### src/rtl/prim_minimum_spanning_tree_defines.svh
// Assertion macros shared by the RTL of the spanning tree block.
`ifndef PRIM_MINIMUM_SPANNING_TREE_DEFINES_SVH
`define PRIM_MINIMUM_SPANNING_TREE_DEFINES_SVH
`ifndef SYNTHESIS
// Same-cycle implication, checked out of reset.
`define PMST_ASSERT_IMP(lbl, clk, rstn, ante, cons) \
    lbl: assert property (@(posedge clk) disable iff (!rstn) (ante) |-> (cons)) \
        else $error("pmst check failed");
// Next-cycle implication, checked out of reset.
`define PMST_ASSERT_NXT(lbl, clk, rstn, ante, cons) \
    lbl: assert property (@(posedge clk) disable iff (!rstn) (ante) |=> (cons)) \
        else $error("pmst check failed");
`else
`define PMST_ASSERT_IMP(lbl, clk, rstn, ante, cons)
`define PMST_ASSERT_NXT(lbl, clk, rstn, ante, cons)
`endif
`endif

### src/rtl/pmst_ram.sv
module pmst_ram #(
    parameter int DEPTH = 64,
    parameter int WIDTH = 8
) (
    input  logic                     i_clk,
    input  logic                     i_we,
    input  logic [$clog2(DEPTH)-1:0] i_waddr,
    input  logic [WIDTH-1:0]         i_wdata,
    input  logic                     i_re,
    input  logic [$clog2(DEPTH)-1:0] i_raddr,
    output logic [WIDTH-1:0]         o_rdata
);
    logic [WIDTH-1:0] r_mem [DEPTH];

    always_ff @(posedge i_clk) begin
        if (i_we) begin
            r_mem[i_waddr] <= i_wdata;
        end
    end

    // Read data holds while no read is issued.
    always_ff @(posedge i_clk) begin
        if (i_re) begin
            o_rdata <= r_mem[i_raddr];
        end
    end
endmodule

### config.mk
export PLATFORM = sky130hd
export DESIGN_NAME = pmst_ram
export DESIGN_NICKNAME = d
export VERILOG_FILES = /design/src/rtl/prim_minimum_spanning_tree_defines.svh /design/src/rtl/pmst_ram.sv
export SDC_FILE = /design/constraint.sdc
export NUM_CORES = 1
export LEC_CHECK = 0
export BUFFER_PORTS_ARGS = -buffer_cell sky130_fd_sc_hd__buf_2
export CORE_MARGIN = 2
export CORE_UTILIZATION = 53
export DETAILED_ROUTE_END_ITERATION = 8
export PLACE_DENSITY = 0.8
export REMOVE_ABC_BUFFERS = 1
export SYNTH_ARGS = -nofsm -noshare
export SYNTH_HDL_FRONTEND = slang
export SYNTH_SLANG_ARGS = --single-unit
### constraint.sdc
create_clock -name i_clk -period 3.43 [get_ports i_clk]
set_clock_uncertainty 0.2 [all_clocks]
set_input_delay 0.1715 -clock i_clk [delete_from_list [all_inputs] [get_ports i_clk]]
set_output_delay 0.1715 -clock i_clk [all_outputs]
set_load 0.05 [all_outputs]
==> results.yml <==
outcome:
  status: "completed"
finish:
  final_nets: 1036
  layout_common_cells: "520 x edfxtp_1, 126 x mux4_2, 83 x nor2_1"
  drive_gt1_share_pct: 26.3
  fin_area_um2: 22700
  area_delta_synth_final_pct: 12.0
  layoutNonFillerInstCount: 1563
  final_common_cell: "edfxtp_1"
job:
  maxCapViolCount: 0
pwr:
  p_total_uw: 13000
  pwr_density_cell_nw_per_um2: 575
  max-vdd-ir-drop_v: 0.000371
  p_leak_uw: 0.00709
floorplanning:
  die_area_um2: 39800
  core_um2: 37700
  ios: 31
  die_h_um: 199
  die_x_um: 199
  rows: 71
  start_util_pct: 53.8
yosys:
  syn_area_per_cell_um2: 21.5
  yosysTopAreaCellShare_pct: 77.1
  yosys_warnings: 0
  syn_inst: 940
  ys_types: 39
  synthesis.area_um2: 20200
  yosys.area.top_type: "edfxtp_1"
  synth-seq-cells: 520
  yosysSeqAreaShare_pct: 77.1
  synthTopCellsByArea: "edfxtp_1 77%, mux4_2 14%, nor2_1 1.5%"
worst_setup_path:
  r2r-start: "r_mem[29][4]"
  critPathRequiredTime_ns: 3.53
  start_kind: "flop"
  reg2reg_slack_ns: 0.86
  cp_slowest_stage_delay_ns: 0.48
  reg2reg_depth: 5
  cp-end-kind: "flop"
  cp_max_fo: 1
  worstReg2RegEnd: "o_rdata[4]"
  arrival_ns: 2.66
  worst-setup-path-type: "flop to flop"
  crit_chain: "mux4_2 > mux2_2 > o221a_2 > nor3_1 > o32ai_1"
  cp_slowest_cell: "mux4_2"
drt:
  ant_nets: 0
  drc: 0
  vias_per_cell: 6.43
  first_iter_violations: 1347
  wl_per_cell_um: 29.2
  dr.pass1.iters: 5
  wl_mm: 45.7
  vias: 10000
clock_tree:
  cts.sinks: 520
  cts_tree: "done"
  cts_root_buf: "clkbuf_16"
  clockBufferDepth: 3
  post-cts-setup-buffers: 0
  cts_made_buffers: 49
  cts_resized: 0
  clock_latency_ns: 0.58
  clk_pin_slew_worst_paths_ns: 0.06
  ctsHoldBuffers: 5
  h-tree-depth: 2
min_path:
  hold_class: "input pin to flop"
  holdPathEnd: "r_mem[49][6]"
  min_path_cells: 3
  min_from: "i_waddr[0]"
grt:
  grt_usage_pct: 23.9
  grt_max_degree: 65
  overflow: 0
  grt_pass1_vias: 10200
  antenna_found_initial: 0
  grt_pass1_wl_mm: 67.7
place:
  io_buffers: 30
  dp_hpwl_mm: 26.9
  placed_area_um2: 21100
  gp_congestion: 0.844
  dp_cells: 1468
timing:
  tns_ns: 0
  fin_crit_sh_pct: 74.8
  final_hold_viol_count: 0
  holdWs_ns: 0.0683
  rsz0062_at_grt: "no"
  max-slew-margin-rel_pct: 15.8
  max_freq_ghz: 0.390
  min_period_ns: 2.57
  max_slew.worst_pin.slew_ns: 1.26
  maxSlewViolCount: 0
  setup_viol: 0
## kinds of logic after synthesis
group	synth area share, %
compound gates	2.06
flops	77.1
mux	15.9
buf+inv	1.56
simple gates	3.37
## layout make-up
cell class | instances | area [um^2]
Clock buffer | 60 | 1310
Antenna cell | 1 | 2.50
Clock inverter | 29 | 235
Fill cell | 2559 | 15000
Timing Repair Buffer | 73 | 562
Tap cell | 511 | 639
Multi-Input combinational cell | 369 | 4320
Sequential cell | 520 | 15600
## power breakdown
part           total, uW  switching [uW]  internal (uW)
registers           7070            22.2           7050
clock network       5280            2280           3000
logic                686             437            249
total              13000            2740          10300
## cell usage after synthesis
cell	number
mux2i_1	23
a31oi_1	1
buf_1	4
a221oi_1	6
buf_2	11
edfxtp_1	520
nor2_1	83
a21oi_1	3
nor2b_1	14
buf_12	2
o22ai_1	8
nor4_1	2
o21ai_1	2
nand4b_1	1
nand3b_1	3
o2bb2ai_1	3
o21a_1	2
buf_6	4
a22oi_1	3
mux4_2	126
buf_4	13
nand2_1	19
a2111oi_0	2
nand2b_1	7
o21ai_0	2
and2_1	1
o311ai_1	1
o221ai_1	8
nand3_1	13
nand4_1	2
clkbuf_1	17
o32ai_1	2
o221a_2	2
o2111ai_1	3
or3_1	1
a211oi_1	4
nor3_1	7
mux2_2	13
o41ai_1	2
## worst max-delay path by stage
stage / startpoint / endpoint / slack (ns) / depth (start not counted)
after CTS: r_mem[29][4] / o_rdata[4] / 0.91 / 5
after global placement: i_raddr[0] / o_rdata[1] / 0.51 / 9
after global routing: i_waddr[2] / r_mem[61][6] / 0.82 / 5
final: r_mem[29][4] / o_rdata[4] / 0.86 / 5
after detailed placement: i_raddr[0] / o_rdata[2] / 0.53 / 9
after floorplan: r_mem[29][4] / o_rdata[4] / 1.41 / 5
## worst max-delay path, delay by kind of cell (launching register included)
family             cells  cell delay, ns
AOI/OAI and AO/OA      2            0.47
DFF                    1            0.39
muxes                  2            0.76
and+or+nand+nor        1            0.47
## per-layer routing
layer / GRT usage [%] / up-vias / wire, um
li1: - / 4081 / -
met1: 33.1 / 5237 / 17600
met2: 38.0 / 621 / 22400
met3: 4.69 / 109 / 4010
met4: 9.47 / 0 / 1700
met5: 0 / - / 0
## sequential cells by signal (all words and copies together), names as in the netlist
name / flops
o_rdata: 8
r_mem: 512
## per-stage QoR
stage / utilization [%] / setup WS [ns]
4_1_cts: 60.2 / 0.914
6_report: 60.2 / 0.863
5_1_grt: 60.2 / 0.824
3_3_place_gp: 56.0 / 0.512
3_5_place_dp: 56.0 / 0.534
2_1_floorplan: - / 1.41
No activity file was read; power rests on OpenSTA's default activity.
